### config.mk
export PLATFORM = sky130hd
export DESIGN_NAME = drum_step_sequencer_unit
export DESIGN_NICKNAME = d
export VERILOG_FILES = /design/src/rtl/dss_pkg.sv /design/src/rtl/drum_step_sequencer_unit.sv
export SDC_FILE = /design/constraint.sdc
export NUM_CORES = 1
export LEC_CHECK = 0
export BUFFER_PORTS_ARGS = -buffer_cell sky130_fd_sc_hd__buf_2
export CAP_MARGIN = 10
export CORE_UTILIZATION = 51
export CTS_BUF_LIST = sky130_fd_sc_hd__clkbuf_4
export DETAILED_ROUTE_END_ITERATION = 10
export PLACE_DENSITY = 0.7
export SLEW_MARGIN = 20
export SYNTH_ARGS = -nofsm -noshare
export SYNTH_HDL_FRONTEND = slang
export SYNTH_SLANG_ARGS = --single-unit
### constraint.sdc
create_clock -name clk -period 5.45 [get_ports clk]
set_input_delay 0.8175 -clock clk [delete_from_list [all_inputs] [get_ports clk]]
set_output_delay 0.8175 -clock clk [all_outputs]
set_load 0.01 [all_outputs]
### src/rtl/dss_pkg.sv
// ----------------------------------------------------------------------------
// dss_pkg
// Shared types, codes and the control program of the drum step sequencer.
// ----------------------------------------------------------------------------
package dss_pkg;

	// item operation codes
	localparam logic [1:0] OP_TICK   = 2'd0;
	localparam logic [1:0] OP_WRITE  = 2'd1;
	localparam logic [1:0] OP_TOGGLE = 2'd2;
	localparam logic [1:0] OP_READ   = 2'd3;

	// configuration register indexes
	localparam logic REG_TEMPO = 1'b0;
	localparam logic REG_RUN   = 1'b1;

	// tempo limits and reset value
	localparam logic [7:0] TEMPO_MIN   = 8'd40;
	localparam logic [7:0] TEMPO_MAX   = 8'd240;
	localparam logic [7:0] TEMPO_RESET = 8'd120;

	// 60 s / 4 steps per beat in microseconds times bpm
	localparam int unsigned UNITS_PER_STEP = 15000000;
	localparam int          SUM_W          = 25;
	localparam int          ACC_W          = 24;
	localparam int          TRIG_LIMIT     = 16;

	// program steps
	localparam int          STEP_W    = 4;
	localparam logic [3:0]  STP_IDLE   = 4'd0;
	localparam logic [3:0]  STP_DISP   = 4'd1;
	localparam logic [3:0]  STP_TICK   = 4'd2;
	localparam logic [3:0]  STP_MUL    = 4'd3;
	localparam logic [3:0]  STP_ADD    = 4'd4;
	localparam logic [3:0]  STP_CHK    = 4'd5;
	localparam logic [3:0]  STP_SCAN   = 4'd6;
	localparam logic [3:0]  STP_LOOP   = 4'd7;
	localparam logic [3:0]  STP_COMMIT = 4'd8;
	localparam logic [3:0]  STP_RST    = 4'd9;
	localparam logic [3:0]  STP_CLOSE  = 4'd10;
	localparam logic [3:0]  STP_CELL   = 4'd11;

	// datapath actions
	localparam logic [2:0] ACT_NONE    = 3'd0;
	localparam logic [2:0] ACT_MUL     = 3'd1;
	localparam logic [2:0] ACT_ADD     = 3'd2;
	localparam logic [2:0] ACT_ADVANCE = 3'd3;
	localparam logic [2:0] ACT_SCAN    = 3'd4;
	localparam logic [2:0] ACT_COMMIT  = 3'd5;
	localparam logic [2:0] ACT_CLEAR   = 3'd6;
	localparam logic [2:0] ACT_CELL    = 3'd7;

	// jump conditions
	localparam logic [2:0] CND_NEVER    = 3'd0;
	localparam logic [2:0] CND_ALWAYS   = 3'd1;
	localparam logic [2:0] CND_NOSTART  = 3'd2;
	localparam logic [2:0] CND_CELLOP   = 3'd3;
	localparam logic [2:0] CND_RESTART  = 3'd4;
	localparam logic [2:0] CND_STOPPED  = 3'd5;
	localparam logic [2:0] CND_SUMLOW   = 3'd6;
	localparam logic [2:0] CND_TRKMORE  = 3'd7;

	typedef struct packed {
		logic [2:0]        act;
		logic [2:0]        cond;
		logic [STEP_W-1:0] target;
	} ctrl_t;

	// control store: one word per step
	function automatic ctrl_t ucode_rom(input logic [STEP_W-1:0] step);
		ctrl_t w;
		w = '{act: ACT_NONE, cond: CND_ALWAYS, target: STP_IDLE};
		case (step)
			STP_IDLE:   w = '{act: ACT_NONE,    cond: CND_NOSTART, target: STP_IDLE};
			STP_DISP:   w = '{act: ACT_NONE,    cond: CND_CELLOP,  target: STP_CELL};
			STP_TICK:   w = '{act: ACT_NONE,    cond: CND_RESTART, target: STP_RST};
			STP_MUL:    w = '{act: ACT_MUL,     cond: CND_STOPPED, target: STP_CLOSE};
			STP_ADD:    w = '{act: ACT_ADD,     cond: CND_NEVER,   target: STP_IDLE};
			STP_CHK:    w = '{act: ACT_ADVANCE, cond: CND_SUMLOW,  target: STP_COMMIT};
			STP_SCAN:   w = '{act: ACT_SCAN,    cond: CND_TRKMORE, target: STP_SCAN};
			STP_LOOP:   w = '{act: ACT_NONE,    cond: CND_ALWAYS,  target: STP_CHK};
			STP_COMMIT: w = '{act: ACT_COMMIT,  cond: CND_ALWAYS,  target: STP_CLOSE};
			STP_RST:    w = '{act: ACT_CLEAR,   cond: CND_NEVER,   target: STP_IDLE};
			STP_CLOSE:  w = '{act: ACT_NONE,    cond: CND_ALWAYS,  target: STP_IDLE};
			STP_CELL:   w = '{act: ACT_CELL,    cond: CND_ALWAYS,  target: STP_CLOSE};
			default:    w = '{act: ACT_NONE,    cond: CND_ALWAYS,  target: STP_IDLE};
		endcase
		return w;
	endfunction

endpackage

### src/rtl/drum_step_sequencer_unit.sv
// ----------------------------------------------------------------------------
// drum_step_sequencer_unit
// Step sequencer over a track-by-step on/off grid, run by a small microprogram.
// ----------------------------------------------------------------------------
// An item is taken when start is high and busy is low; every item then yields
// zero or more trigger results and one closing result (last = 1), each shown
// for exactly one cycle with strobe high. The receiver cannot stall, so the
// block never waits on it. Items are handled one at a time, paced by the
// microprogram counter: a cell item runs the dispatch, cell and close steps;
// a restart tick runs dispatch, tick, clear and close; a stopped tick closes
// after the multiply; a running tick multiplies, adds, then for each of the k
// steps it passes (k is 0, 1 or 2) scans the grid row one track per cycle,
// then closes. busy falls in the cycle that shows the closing result, and a
// new item may be taken there. The grid resets to all cleared; no clearing
// pass is needed. Configuration is to be written only while the block is
// idle (not enforced by the block); tempo writes are clamped to 40..240.
// ----------------------------------------------------------------------------
module drum_step_sequencer_unit #(
	parameter int TRACK_COUNT = 8,
	parameter int STEP_COUNT  = 16
) (
	input  logic       clk,
	input  logic       arst_n,
	// configuration
	input  logic       cfg_write,
	input  logic       cfg_index,
	input  logic [7:0] cfg_data,
	// item in
	input  logic       start,
	output logic       busy,
	input  logic [1:0] op,
	input  logic       restart,
	input  logic [15:0] elapsed_us,
	input  logic [3:0] track_index,
	input  logic [4:0] step_index,
	input  logic       cell_enable,
	// results
	output logic       strobe,
	output logic       kind,
	output logic [3:0] fired_track,
	output logic [3:0] position,
	output logic       cell_value,
	output logic       last
);

	localparam int TRK_W = (TRACK_COUNT > 1) ? $clog2(TRACK_COUNT) : 1;
	localparam int POS_W = $clog2(STEP_COUNT);

	// control
	logic [dss_pkg::STEP_W-1:0] step_q;
	dss_pkg::ctrl_t             cw;
	logic                       jump;

	// registers
	logic [7:0]             tempo_q;
	logic                   run_q;

	// state
	logic [STEP_COUNT-1:0]  grid_q [TRACK_COUNT];
	logic [POS_W-1:0]       pos_q;
	logic [dss_pkg::ACC_W-1:0] acc_q;

	// working registers
	logic [1:0]             op_q;
	logic                   rst_q;
	logic [15:0]            us_q;
	logic [3:0]             t_q;
	logic [4:0]             s_q;
	logic                   en_q;
	logic [23:0]            prod_q;
	logic [dss_pkg::SUM_W-1:0] sum_q;
	logic [TRK_W-1:0]       trk_q;
	logic [4:0]             ntrig_q;
	logic                   readv_q;

	// datapath signals
	logic                   accept;
	logic                   in_range;
	logic                   is_tick;
	logic [TRK_W-1:0]       row_addr;
	logic [POS_W-1:0]       col_addr;
	logic [STEP_COUNT-1:0]  row;
	logic                   cell_bit;
	logic [TRK_W+3:0]       trk_ext;
	logic [POS_W+3:0]       pos_ext;

	assign busy   = (step_q != dss_pkg::STP_IDLE);
	assign accept = start && !busy;
	assign cw     = dss_pkg::ucode_rom(step_q);

	// cell index check against the grid size
	assign in_range = ({1'b0, t_q} < 5'(TRACK_COUNT)) && ({1'b0, s_q} < 6'(STEP_COUNT));

	// one row read port: scan track on ticks, addressed cell otherwise
	assign is_tick  = (op_q == dss_pkg::OP_TICK);
	assign row_addr = is_tick ? trk_q : t_q[TRK_W-1:0];
	assign col_addr = is_tick ? pos_q : s_q[POS_W-1:0];
	assign row      = grid_q[row_addr];
	assign cell_bit = row[col_addr];

	assign trk_ext = {4'b0000, trk_q};
	assign pos_ext = {4'b0000, pos_q};

	// jump condition select
	always_comb begin
		case (cw.cond)
			dss_pkg::CND_NEVER:   jump = 1'b0;
			dss_pkg::CND_ALWAYS:  jump = 1'b1;
			dss_pkg::CND_NOSTART: jump = !start;
			dss_pkg::CND_CELLOP:  jump = !is_tick;
			dss_pkg::CND_RESTART: jump = rst_q;
			dss_pkg::CND_STOPPED: jump = !run_q;
			dss_pkg::CND_SUMLOW:  jump = (sum_q < dss_pkg::SUM_W'(dss_pkg::UNITS_PER_STEP));
			dss_pkg::CND_TRKMORE: jump = (trk_q != TRK_W'(TRACK_COUNT - 1));
			default:              jump = 1'b0;
		endcase
	end

	// step counter
	always_ff @(posedge clk or negedge arst_n) begin
		if (!arst_n) begin
			step_q <= dss_pkg::STP_IDLE;
		end else if (jump) begin
			step_q <= cw.target;
		end else begin
			step_q <= step_q + 1'b1;
		end
	end

	// configuration registers, tempo clamped on write
	always_ff @(posedge clk or negedge arst_n) begin
		if (!arst_n) begin
			tempo_q <= dss_pkg::TEMPO_RESET;
			run_q   <= 1'b0;
		end else if (cfg_write) begin
			if (cfg_index == dss_pkg::REG_TEMPO) begin
				if (cfg_data < dss_pkg::TEMPO_MIN) begin
					tempo_q <= dss_pkg::TEMPO_MIN;
				end else if (cfg_data > dss_pkg::TEMPO_MAX) begin
					tempo_q <= dss_pkg::TEMPO_MAX;
				end else begin
					tempo_q <= cfg_data;
				end
			end else begin
				run_q <= cfg_data[0];
			end
		end
	end

	// item capture and working registers (payload, no reset)
	always_ff @(posedge clk) begin
		if (accept) begin
			op_q    <= op;
			rst_q   <= restart;
			us_q    <= elapsed_us;
			t_q     <= track_index;
			s_q     <= step_index;
			en_q    <= cell_enable;
			readv_q <= 1'b0;
		end
		case (cw.act)
			dss_pkg::ACT_MUL:     prod_q <= 24'(us_q) * 24'(tempo_q);
			dss_pkg::ACT_ADD:     sum_q  <= {1'b0, acc_q} + {1'b0, prod_q};
			dss_pkg::ACT_ADVANCE: begin
				if (!jump) begin
					sum_q <= sum_q - dss_pkg::SUM_W'(dss_pkg::UNITS_PER_STEP);
					trk_q <= '0;
				end
			end
			dss_pkg::ACT_SCAN:    trk_q <= trk_q + 1'b1;
			dss_pkg::ACT_CELL:    readv_q <= in_range && (op_q == dss_pkg::OP_READ) && cell_bit;
			default: ;
		endcase
	end

	// sequence state and grid
	always_ff @(posedge clk or negedge arst_n) begin
		if (!arst_n) begin
			pos_q   <= '0;
			acc_q   <= '0;
			ntrig_q <= '0;
			for (int i = 0; i < TRACK_COUNT; i++) begin
				grid_q[i] <= '0;
			end
		end else begin
			if (accept) begin
				ntrig_q <= '0;
			end
			case (cw.act)
				dss_pkg::ACT_ADVANCE: begin
					if (!jump) begin
						if (pos_q == POS_W'(STEP_COUNT - 1)) begin
							pos_q <= '0;
						end else begin
							pos_q <= pos_q + 1'b1;
						end
					end
				end
				dss_pkg::ACT_SCAN: begin
					if (cell_bit && !ntrig_q[4]) begin
						ntrig_q <= ntrig_q + 1'b1;
					end
				end
				dss_pkg::ACT_COMMIT: acc_q <= sum_q[dss_pkg::ACC_W-1:0];
				dss_pkg::ACT_CLEAR: begin
					pos_q <= '0;
					acc_q <= '0;
				end
				dss_pkg::ACT_CELL: begin
					if (in_range) begin
						if (op_q == dss_pkg::OP_WRITE) begin
							grid_q[row_addr][col_addr] <= en_q;
						end else if (op_q == dss_pkg::OP_TOGGLE) begin
							grid_q[row_addr][col_addr] <= !cell_bit;
						end
					end
				end
				default: ;
			endcase
		end
	end

	// result strobe
	always_ff @(posedge clk or negedge arst_n) begin
		if (!arst_n) begin
			strobe <= 1'b0;
		end else begin
			strobe <= ((cw.act == dss_pkg::ACT_SCAN) && cell_bit && !ntrig_q[4])
				|| (step_q == dss_pkg::STP_CLOSE);
		end
	end

	// result payload
	always_ff @(posedge clk) begin
		if (step_q == dss_pkg::STP_CLOSE) begin
			kind        <= 1'b1;
			fired_track <= 4'd0;
			position    <= pos_ext[3:0];
			cell_value  <= readv_q;
			last        <= 1'b1;
		end else if (cw.act == dss_pkg::ACT_SCAN) begin
			kind        <= 1'b0;
			fired_track <= trk_ext[3:0];
			position    <= pos_ext[3:0];
			cell_value  <= 1'b0;
			last        <= 1'b0;
		end
	end

	// ------------------------------------------------------------------
	// checks
	// ------------------------------------------------------------------
	a_close_from_program: assert property (@(posedge clk) disable iff (!arst_n)
		(strobe && last) |-> ($past(step_q) == dss_pkg::STP_CLOSE))
		else $error("closing item not issued by close step");

	a_busy_ends_on_close: assert property (@(posedge clk) disable iff (!arst_n)
		$fell(busy) |-> (strobe && last))
		else $error("busy dropped without closing item");

	a_trigger_cap: assert property (@(posedge clk) disable iff (!arst_n)
		ntrig_q <= 5'(dss_pkg::TRIG_LIMIT))
		else $error("trigger count beyond limit");

	a_acc_bound: assert property (@(posedge clk) disable iff (!arst_n)
		acc_q < dss_pkg::ACC_W'(dss_pkg::UNITS_PER_STEP))
		else $error("accumulator not reduced below one step");

	a_accept_dispatch: assert property (@(posedge clk) disable iff (!arst_n)
		accept |=> (step_q == dss_pkg::STP_DISP))
		else $error("accepted item not dispatched");

endmodule
==> summary.md, run 1 <==
| Metric | Value |
|---|---|
| Die area | 35,910 um^2 |
| Fillers | 2,992 |
| Maximum vdd ir drop | roughly 0.26 mV |
| Slowest cell on crit path | dfstp_2 |
| Post-route clock period utilization | 0.9326 |
| Sequential share of the synthesized area | 0.3947 |
| Yosys top cell area share | 0.2387 |
| CTS root buf | clkbuf_4 |
| Post-detail-place hpwl | about 28,000 um |
| Postcts setup bufs | 0 |
| # IOs | 55 |
| Initial core utilization | 0.5190 |
| Clock insertion delay at the later pin of the skew report | between 0.7 and 0.8 ns |
| R2r worst-path depth | 16 |
| Finished Layout Cells | 2,309 |
| CTS resizes | 0 |
| Max_cap viols | 0 |
| Post-DR vias/cell | 5.649 |
| Setup violations, final | 0 |
| Most common cell on crit path | fa_1 |
| Area delta synth->final | 8.808% |
| Layout cells sized above 1 | 0.1430 |
| Status | finished, final reports clean |
| Worst relative slew slack | 0.3047 |
| Worst-case clock buffer depth | 3 |
| Clock power frac | 0.183 |
| First-pass GRT wire length | 68,010 um |
| Worst min path class | in -> async |
| Crit path time final | 5.083 ns |
| Post-route antenna net violation count | 0 |
| H-tree levels | 3 |
| Internal Power | 5.829 mW |
| Netlist Area Pre-Place | ~18,000 um^2 |
| DIE WIDTH | 189.5 um |
| #FFs+latches synth | 266 |
| Initial antenna violation count | 1 |
| Die Y | 189.5 um |
| Total grt overflow | 0 |
| CTS tree | built |
| # port buffers | 53 |
| Worst-path clk slew | 0.06 ns |
| DR vias | 13,040 |
| Slew Limit Fails | 0 |
| Combinational cell fraction of total power | 0.509 |
| Dominant cell type by area after synthesis | dfrtp_1 |
| DP Cell Count | 2,170 |
| CP Cell Sequence | and2_1 > fa_1 > fa_1 > fa_1 > inv_1 > fa_1 > inv_1 > ha_1 > a21o_1 > a21oi_2 > nor2_1 > a221oi_1 > a211oi_1 > or3_1 > a21oi_1 > xnor2_1 |
| Final Hold Fails | 0 |
| Critical-path maximum fanout | 17 |
| Net Sw Frac | 0.4191 |
| DR WL/cell | about 18 um |
| RePlAce Congestion | 0.8823 |
| Arr. time, crit path | 5.56 ns |
| Post-Syn Area per Cell | 10.42 um^2 |
| Clk sinks | 266 |
| Yosys warns | 0 |
| Achievable Freq | roughly 200 MHz |
| Setup CP Type | reg -> reg |
| Largest net degree at the start of global routing | 129 |
| Distinct cells, synth | just over 80 |
| Number of global-route vias before repair | 13,130 |
| Post-synth EDFFs | 87 |
| Nets | 2,002 |
| Slew @ Worst Pin | 1.040 ns |
| Syn_nets | 1,929 |
| Async set-reset flop share out of synthesis | 0.6579 |
| WL final | 41,560 um |
| Ys flop type | dfrtp_1 |
| Gr usage total | 0.2389 |
| Initial drt markers | 950 |
| Crit path largest cell delay | 0.69 ns |
| Cell leakage power | between 9 and 10 nW |
| Clk_skew | between 0.05 and 0.06 ns |
| Startpoint Class | register |
| Dominant cells by area after synthesis | dfrtp_1 24%, edfxtp_1 15%, fa_1 9.5% |
| Clock buffer count from CTS | between 70 and 80 |
| Flop pwr share | 0.308 |
| Core Area | 34,540 um^2 |
| Drt first pass iters | 6 |
| Cell Rows | 68 |
| Hold-fix buffers at CTS | 0 |
| Post-Synthesis Cells | 1,721 |
| DRC violations left | 0 |
| RSZ-0062 raised after global routing | no |
| Switch Pwr | 4.205 mW |
| CP required | 5.93 ns |
| Setup TNS | 0 ns |
| PwrDens | 514.4 nW/um^2 |
| CP Capture Type | register |
worst max-delay path: cells and delay by family (launching register included):
kind	cells	cell delay [ns]
AOI/OAI and AO/OA	5	1.10
DFF	1	0.69
adders and majority gates	5	2.27
xor gates and xnor gates	1	0.08
buffers and inverters	2	0.09
and+or+nand+nor	3	0.61
metrics by stage:
step / hold slack, ns / setup slack [ns] / instance area, um^2 / power, mW / util
after detailed placement: 0.4543 / 0.2961 / 18530 / 8.177 / 0.5365
after global routing: 0.1838 / 0.1081 / 19510 / 10.91 / 0.5647
after global placement: 0.4490 / 0.3679 / 18530 / 8.022 / 0.5365
final: 0.1844 / 0.3675 / 19510 / 10.03 / 0.5647
after CTS: 0.1663 / 0.2907 / 19490 / 10.08 / 0.5642
after floorplan: 0.4231 / 0.5325 / 17930 / 7.023 / -
synth_stat cells, drive strengths merged (36+ instances only):
master  count
nor2      208
fa         85
dfrtp     171
ha         81
edfxtp     87
nand2     124
mux2      143
buf        36
clkbuf     44
and2      109
o21ai      40
a21oi      57
inv       127
routing by layer:
metal / GRT usage / vias to the layer above / routed length, um
met3: 0.04504 / 72 / 2538
met2: 0.3583 / 391 / 18170
met1: 0.3448 / 6417 / 20020
li1: - / 6163 / -
met5: 0 / - / 0
met4: 0.08592 / 0 / 835
final timing paths:
| kind | from | endpoint | slack, ns |
|---|---|---|---|
| worst min register to register | last | last | 0.46 |
| worst min-delay path | arst_n | grid_q[42] | 0.18 |
| min in group clk | step_index[2] | s_q[2] | 0.24 |
| worst max-delay path | tempo_q[3] | prod_q[20] | 0.37 |
| max in group asynchronous | arst_n | grid_q[82] | 4.07 |
| worst max register to register | tempo_q[3] | prod_q[20] | 0.37 |
logic make-up after synthesis:
| kind of cell | Yosys count | synth area share |
|---|---|---|
| compound gates | 266 | 0.1053 |
| xor+xnor | 50 | 0.02443 |
| other cells | 1 | 0.0002092 |
| mux | 179 | 0.1141 |
| flops | 266 | 0.3947 |
| fa+ha+maj | 166 | 0.1514 |
| buf+inv | 207 | 0.05136 |
| simple gates | 586 | 0.1584 |
flip-flops by register name, summed over array words and instances (netlist names), 2 cells and up:
signal,count
grid_q,128
sum_q,25
acc_q,24
prod_q,24
us_q,16
tempo_q,8
ntrig_q,5
s_q,5
pos_q,4
position,4
step_q,4
t_q,4
fired_track,3
trk_q,3
op_q,2
cell usage in the layout, fill, tap and decap left out, drive strengths merged, types with 12 or more instances in the layout:
master and count:
a21o 18, xnor2 23, clkbuf 106, mux2 143, nand2b 16, ha 81, buf 75, and2 109
nor2b 12, inv 129, nor2 208, o21ai 40, mux2i 30, a22o 32, nand3 32, a21oi 57
clkinv 27, fa 85, edfxtp 87, dfrtp 171, nand2 124, xor2 27, nor3 19
cell type report:
type	count	area, um^2	share of cell area
diodes	1	2.502	0.0001283
clock inverters	31	161.4	0.008274
well taps	455	569.3	0.02918
repair buffers	75	461.7	0.02367
multi-input cells	1248	9963	0.5107
clock buffers	106	795.8	0.04079
flip-flops and latches	266	7077	0.3628
inverters	127	476.7	0.02444
power groups by stage:
stage	logic [mW]	clock network [mW]	registers, mW
floorplan	4.07	0	2.95
global placement	4.91	0	3.11
detailed placement	5.05	0	3.12
CTS	5.09	1.90	3.09
global route	5.77	2.00	3.14
finish	5.11	1.83	3.09
No activity file was read; power rests on OpenSTA's default activity.
==> inputs of run 2 (changes only) <==
- BUFFER_PORTS_ARGS: -buffer_cell sky130_fd_sc_hd__buf_2 -> -buffer_cell sky130_fd_sc_hd__buf_4
- PLACE_DENSITY: 0.7 -> not set
- PLACE_DENSITY_LB_ADDON: not set -> 0.12
==> run 2 against run 1 <==
  * Register-to-register slack got worse by 0.03 ns
  * Clock skew increased by 0.017 ns
  * Critical endpoint is now prod_q[23]
  * Clock-buffer cell count increased by 21
  * Final cell count increased by 0.56%
  * Utilization increased by 0.86 points
  * Sequential power about the same
  * Routed wire length increased by 2.2%
==> summary.md, run 2 (same netlist as run 1, synthesis figures left out) <==
| Metric | Value |
|---|---|
| Status | finished, final reports clean |
| Number of global-route vias before repair | 13,030 (-0.77%) |
| Post-DR vias/cell | 5.635 (-0.24%) |
| Worst-path clk slew | 0.06 ns (about the same) |
| Initial core utilization | 0.5190 (unchanged) |
| Critical-path maximum fanout | 17 (unchanged) |
| Crit path time final | 5.112 ns (+0.02967 ns) |
| Area delta synth->final | 10.47% |
| Largest net degree at the start of global routing | 165 (+28%) |
| # port buffers | 53 (unchanged) |
| Setup CP Type | reg -> reg |
| Commonest non-fill, non-tap cell in the layout | nor2_1 |
| Placed Area | 18,710 um^2 (+0.95%) |
| Worst relative slew slack | 0.3119 (+0.007237) |
| CP Cell Sequence | and2_1 > fa_1 > fa_1 > fa_1 > inv_1 > fa_1 > inv_1 > ha_1 > a21o_1 > a21oi_1 > nand2b_1 > o221ai_1 > a211oi_1 > o31ai_1 > nor2_1 > a211oi_1 |
| Delay-heaviest family, CP | adder cells |
| Die Y | 189.5 um (unchanged) |
| Layout cells sized above 1 | 0.1550 (+0.01203) |
| Design area | 19,810 um^2 (+1.5%) |
| Arr. time, crit path | 5.70 ns (+0.14 ns) |
| CTS tree | built |
| DIE WIDTH | 189.5 um (unchanged) |
| Register area | 7077 um^2 (unchanged) |
| Pre-CTS worst setup slack | 0.3029 ns (+0.006861 ns) |
| Post-route antenna net violation count | 0 (unchanged) |
| Max reg flops | 128 (unchanged) |
| Total power | 10.27 mW (+2.3%) |
| Clock buffer count from CTS | 77 (+1.3%) |
| DR WL/cell | 18.30 um (+1.6%) |
| Reg with most FFs | grid_q |
| WP buf/inv | 2 (unchanged) |
| Final Hold Fails | 0 (unchanged) |
| Final worst slack | 0.3378 ns (-0.02967 ns) |
| Fillers | 3,072 (+2.7%) |
| Nets | 2,010 (+0.40%) |
| Post-route clock period utilization | 0.9380 (+0.005445) |
| Slew Limit Fails | 0 (unchanged) |
| Post-detail-place hpwl | 29,040 um (+2.0%) |
| Global-route met1 utilization | 0.3679 (+0.02314) |
| Startpoint Class | register |
| Most common cell on crit path | fa_1 |
| Setup violations, final | 0 (unchanged) |
| WL final | 42,480 um (+2.2%) |
| Multi-input gate area | 9961 um^2 (about the same) |
| Clk sinks | 266 (unchanged) |
| Core Area | 34,540 um^2 (unchanged) |
| DR vias | 13,090 (+0.32%) |
| Crit path largest cell delay | 0.70 ns (about the same) |
| Worst-case clock buffer depth | 3 (unchanged) |
| Slowest cell on crit path | dfstp_2 |
| Worst min path class | in -> reg |
| H-tree levels | 3 (unchanged) |
| Most frequent cells in the layout | 207 x nor2_1, 171 x dfrtp_1, 128 x clkbuf_4 |
| Clock insertion delay at the later pin of the skew report | 0.78 ns (+0.03 ns) |
| RePlAce Congestion | 0.8618 (-2.3%) |
| Total grt overflow | 0 (unchanged) |
| Slew @ Worst Pin | 1.032 ns (-0.007942 ns) |
| Grt met2 use | 0.3546 (-0.003663) |
| Postcts setup bufs | 0 (unchanged) |
| Max_cap viols | 0 (unchanged) |
| Cell Rows | 68 (unchanged) |
| DRC violations left | 0 (unchanged) |
| Cell leakage power | 9.214 nW (+1.7%) |
| Gr usage total | 0.2469 (+0.008045) |
| Achievable Freq | 195.6 MHz (-0.58%) |
| # IOs | 55 (unchanged) |
| First-pass GRT wire length | 69,740 um (+2.5%) |
| CP Capture Type | register |
| Clk_skew | 0.06798 ns (+0.01724 ns) |
| Drt first pass iters | 5 (-1) |
| Biggest registers after layout | grid_q x128, sum_q x25 |
| Setup TNS | 0 ns (unchanged) |
| Die area | 35,910 um^2 (unchanged) |
| Met3 Track Usage GR | 0.05283 (+0.007785) |
| RSZ-0062 raised after global routing | no |
| PwrDens | 518.4 nW/um^2 (+0.78%) |
| CP required | 6.03 ns (+0.10 ns) |
| Hold Slack | 0.2249 ns (+0.04052 ns) |
| Maximum vdd ir drop | 0.2374 mV (-9.0%) |
| Initial antenna violation count | 2 (+1) |
| Global route hottest layer | met1 |
| CTS root buf | clkbuf_4 |
| Initial drt markers | 1,001 (+5.4%) |
| Setup slack, reg-to-reg | 0.34 ns (-0.03 ns) |
run 2: worst register-to-register path, delay by kind of cell (launching register included):
kind	cells	cell delay, ns
AOI/OAI and AO/OA	6	1.51
adders and majority gates	5	2.25
buffers and inverters	2	0.09
DFF	1	0.70
and+or+nand+nor	3	0.41
run 2: timing repair:
item                                   CTS  global route
gates resized for setup                  0             1
hold buffers                             1             0
setup endpoints to repair                0             1
endpoints found under the hold margin   11             0
run 2: cell type report:
class | instances | share of cell area
inverter | 127 | 0.02407
clock inverter | 14 | 0.005749
clock buffer | 127 | 0.04814
antenna | 3 | 0.0003791
timing repair buffer | 82 | 0.03266
sequential | 266 | 0.3573
tap | 455 | 0.02874
multi-input combinational | 1248 | 0.5029
run 2: worst paths after layout:
path                                     from         end  cells past startpoint
worst max-delay path               tempo_q[3]  prod_q[23]                     16
min in group asynchronous              arst_n    acc_q[1]                      2
worst max register to register     tempo_q[3]  prod_q[23]                     16
max in group asynchronous              arst_n       run_q                      3
worst min register to register       sum_q[2]    acc_q[2]                      1
worst min-delay path            step_index[3]      s_q[3]                      1
run 2: layer usage:
layer  vias up  wire length [um]
met3        85              2920
met2       360             17990
met4         0               996
met1      6454             20570
li1       6186                 -
met5         -                 0
run 2: per-stage QoR:
step,utilization,std cells
after floorplan,-,1721
after global placement,0.5415,2176
after detailed placement,0.5415,2176
after CTS,0.5727,2318
after global routing,0.5733,2322
final,0.5733,2322
run 2: report_power, final:
part / leakage (nW) / switching, mW / internal (mW)
Clock: 0.639 / 0.889 / 1.14
Sequential: 3.23 / 0.374 / 2.73
Combinational: 5.35 / 2.95 / 2.18
Total: 9.21 / 4.21 / 6.05
==> inputs of run 3 (changes only) <==
- BUFFER_PORTS_ARGS: -buffer_cell sky130_fd_sc_hd__buf_4 -> not set
- DONT_BUFFER_PORTS: not set -> 1
==> run 3 against run 2 <==
  * Sequential power barely moved
  * Clock-buffer cell count fell by 3
  * Utilization fell by 1.3 points
  * Non-clock buffer count fell by 53
  * Global-route usage rose by 0.48 points
  * Clock power fell by 4%
  * Clock skew fell by 0.0027 ns
  * Largest power group unchanged
  * Final area fell by 2.2%
  * Power fell by 0.64%
  * Die area did not move
  * Largest cell class unchanged
  * Worst setup slack got worse by 0.042 ns
  * Via count fell by 1.1%
==> summary.md, run 3 (same netlist as run 1, synthesis figures left out) <==
| Metric | Value |
|---|---|
| Largest net degree at the start of global routing | 176 (+6.7%) |
| Status | finished, final reports clean |
| Die area | 35,910 um^2 (unchanged) |
| RSZ-0062 raised after global routing | no |
| Clock power frac | 0.191 (-0.007) |
| Combinational cell fraction of total power | 0.504 (+0.004) |
| Clock buffer count from CTS | 75 (-2.6%) |
| Clk_skew | 0.06533 ns (-0.002655 ns) |
| Setup slack, reg-to-reg | 0.30 ns (-0.04 ns) |
| Setup TNS | 0 ns (unchanged) |
| Flop pwr share | 0.305 (+0.002) |
| H-tree levels | 3 (unchanged) |
| Net Sw Frac | 0.4183 (+0.007717) |
| DP Cell Count | 2,124 (-2.4%) |
| DR WL/cell | 19.22 um (+5.1%) |
| Biggest registers after layout | grid_q x128, sum_q x25 |
| DIE WIDTH | 189.5 um (unchanged) |
| Setup CP Type | reg -> reg |
| Area delta synth->final | 8.047% |
| CP Cell Sequence | and2_1 > fa_1 > fa_1 > fa_1 > inv_1 > fa_1 > inv_1 > ha_1 > a21o_1 > a21oi_1 > nand2b_1 > o221ai_1 > a211oi_1 > o31ai_2 > nor2_1 > a211oi_1 |
| Worst-case clock buffer depth | 3 (unchanged) |
| Core Area | 34,540 um^2 (unchanged) |
| Worst r2r dst | prod_q[23] |
| # IOs | 55 (unchanged) |
| Die Y | 189.5 um (unchanged) |
| WP buf/inv | 2 (unchanged) |
| RR Startpoint | tempo_q[4] |
| Final Hold Fails | 0 (unchanged) |
| PwrDens | 526.6 nW/um^2 (+1.6%) |
| RePlAce Congestion | 0.8694 (+0.88%) |
| Crit path largest cell delay | 0.71 ns (about the same) |
| Post-route antenna net violation count | 0 (unchanged) |
| Setup violations, final | 0 (unchanged) |
| R2r worst-path depth | 16 (unchanged) |
| CP Capture Type | register |
| Cell leakage power | 8.935 nW (-3.0%) |
| Layout cells sized above 1 | 0.1291 (-0.02596) |
| Finished Layout Cells | 2,262 (-2.6%) |
| Arr. time, crit path | 5.70 ns (about the same) |
| First-pass GRT wire length | 70,930 um (+1.7%) |
| Gr usage total | 0.2517 (+0.004758) |
| Most common cell on crit path | fa_1 |
| Initial drt markers | 853 (-15%) |
| Slew @ Worst Pin | 0.9936 ns (-0.03860 ns) |
| Startpoint Class | register |
| Maximum vdd ir drop | 0.3881 mV (+63%) |
| CTS root buf | clkbuf_4 |
| Slowest cell on crit path | dfstp_2 |
| Worst relative slew slack | 0.3360 (+0.02413) |
| Clock insertion delay at the later pin of the skew report | 0.77 ns (about the same) |
| Postcts setup bufs | 0 (unchanged) |
| Slew Limit Fails | 0 (unchanged) |
| Post-detail-place hpwl | 29,410 um (+1.3%) |
| Clk sinks | 266 (unchanged) |
| Metal-1 WL | 21,610 um (+5.0%) |
| Achievable Freq | 194.0 MHz (-0.82%) |
| Reg with most FFs | grid_q |
| End-of-flow core utilization | 0.5608 (-0.01257) |
| Nets | 1,955 (-2.7%) |
| Internal Power | 5.934 mW (-1.9%) |
| Max reg flops | 128 (unchanged) |
| Crit path time final | 5.154 ns (+0.04202 ns) |
| Switch Pwr | 4.266 mW (+1.2%) |
| Initial core utilization | 0.5190 (unchanged) |
| Post-route clock period utilization | 0.9457 (+0.007710) |
| Initial antenna violation count | 2 (unchanged) |
| Critical-path maximum fanout | 17 (unchanged) |
| Commonest non-fill, non-tap cell in the layout | nor2_1 |
| CP required | 6.00 ns (-0.03 ns) |
| Drt first pass iters | 5 (unchanged) |
| DRC violations left | 0 (unchanged) |
| Number of global-route vias before repair | 12,980 (-0.35%) |
| # port buffers | 0 (-100%) |
| CTS tree | built |
| DR WL met2 | 18,320 um (+1.8%) |
| WL final | 43,480 um (+2.4%) |
| Max_cap viols | 0 (unchanged) |
| Cell Rows | 68 (unchanged) |
| Met3 Wirelength | 2726 um (-6.6%) |
| Fillers | 3,063 (-0.29%) |
| Worst-path clk slew | 0.06 ns (about the same) |
| Worst min path class | in -> async |
| Delay-heaviest family, CP | adder cells |
| Max Used Layer | met4 |
| DR vias | 12,940 (-1.1%) |
| Post-DR vias/cell | 5.718 (+1.5%) |
| Most frequent cells in the layout | 207 x nor2_1, 171 x dfrtp_1, 127 x inv_1 |
| Total grt overflow | 0 (unchanged) |
[run 3: area by class of cell]
class                      count  area, um^2  share of cell area
tap                          455       569.3             0.02939
timing repair buffer          29       262.8             0.01356
multi-input combinational   1248        9972              0.5148
clock inverter                11       77.57            0.004005
inverter                     127       476.7             0.02461
sequential                   266        7077              0.3653
clock buffer                 124       930.9             0.04806
antenna                        2       5.005           0.0002584
[run 3: power groups by stage]
stage / combinational (mW) / sequential (mW) / clock (mW)
floorplan: 4.07 / 2.95 / 0
CTS: 5.14 / 3.11 / 2.01
finish: 5.14 / 3.12 / 1.94
global placement: 4.97 / 3.14 / 0
global route: 5.83 / 3.16 / 2.12
detailed placement: 5.08 / 3.14 / 0
[run 3: what timing repair did]
item / 4_1_cts / 5_1_grt
gates resized for setup: 0 / 2
hold buffers: 1 / 0
hold endpoints to repair: 175 / 0
setup endpoints to repair: 0 / 4
[run 3: worst max path at each step]
stage | start | end | slack [ns] | depth (start not counted)
after floorplan | tempo_q[3] | prod_q[20] | 0.53 | 17
after global placement | tempo_q[3] | prod_q[20] | 0.33 | 16
after detailed placement | tempo_q[3] | prod_q[20] | 0.25 | 16
after CTS | tempo_q[3] | prod_q[20] | 0.17 | 16
after global routing | tempo_q[4] | prod_q[23] | 0.01 | 16
final | tempo_q[4] | prod_q[23] | 0.30 | 16
[run 3: layer usage]
| layer | vias up | GRT usage |
|---|---|---|
| li1 | 6066 | - |
| met1 | 6414 | 0.3827 |
| met2 | 393 | 0.3586 |
| met3 | 62 | 0.05375 |
| met4 | 0 | 0.07072 |
| met5 | - | 0 |
[run 3: per-stage QoR]
stage | cell area, um^2 | total power, mW | hold slack [ns] | setup slack [ns]
6_report | 19370 | 10.20 | 0.06717 | 0.2958
5_1_grt | 19370 | 11.11 | 0.05187 | 0.01104
4_1_cts | 19350 | 10.26 | 0.03399 | 0.1700
3_5_place_dp | 18310 | 8.220 | 0.4615 | 0.2502
3_3_place_gp | 18310 | 8.106 | 0.4507 | 0.3261
2_1_floorplan | 17930 | 7.023 | 0.4231 | 0.5325
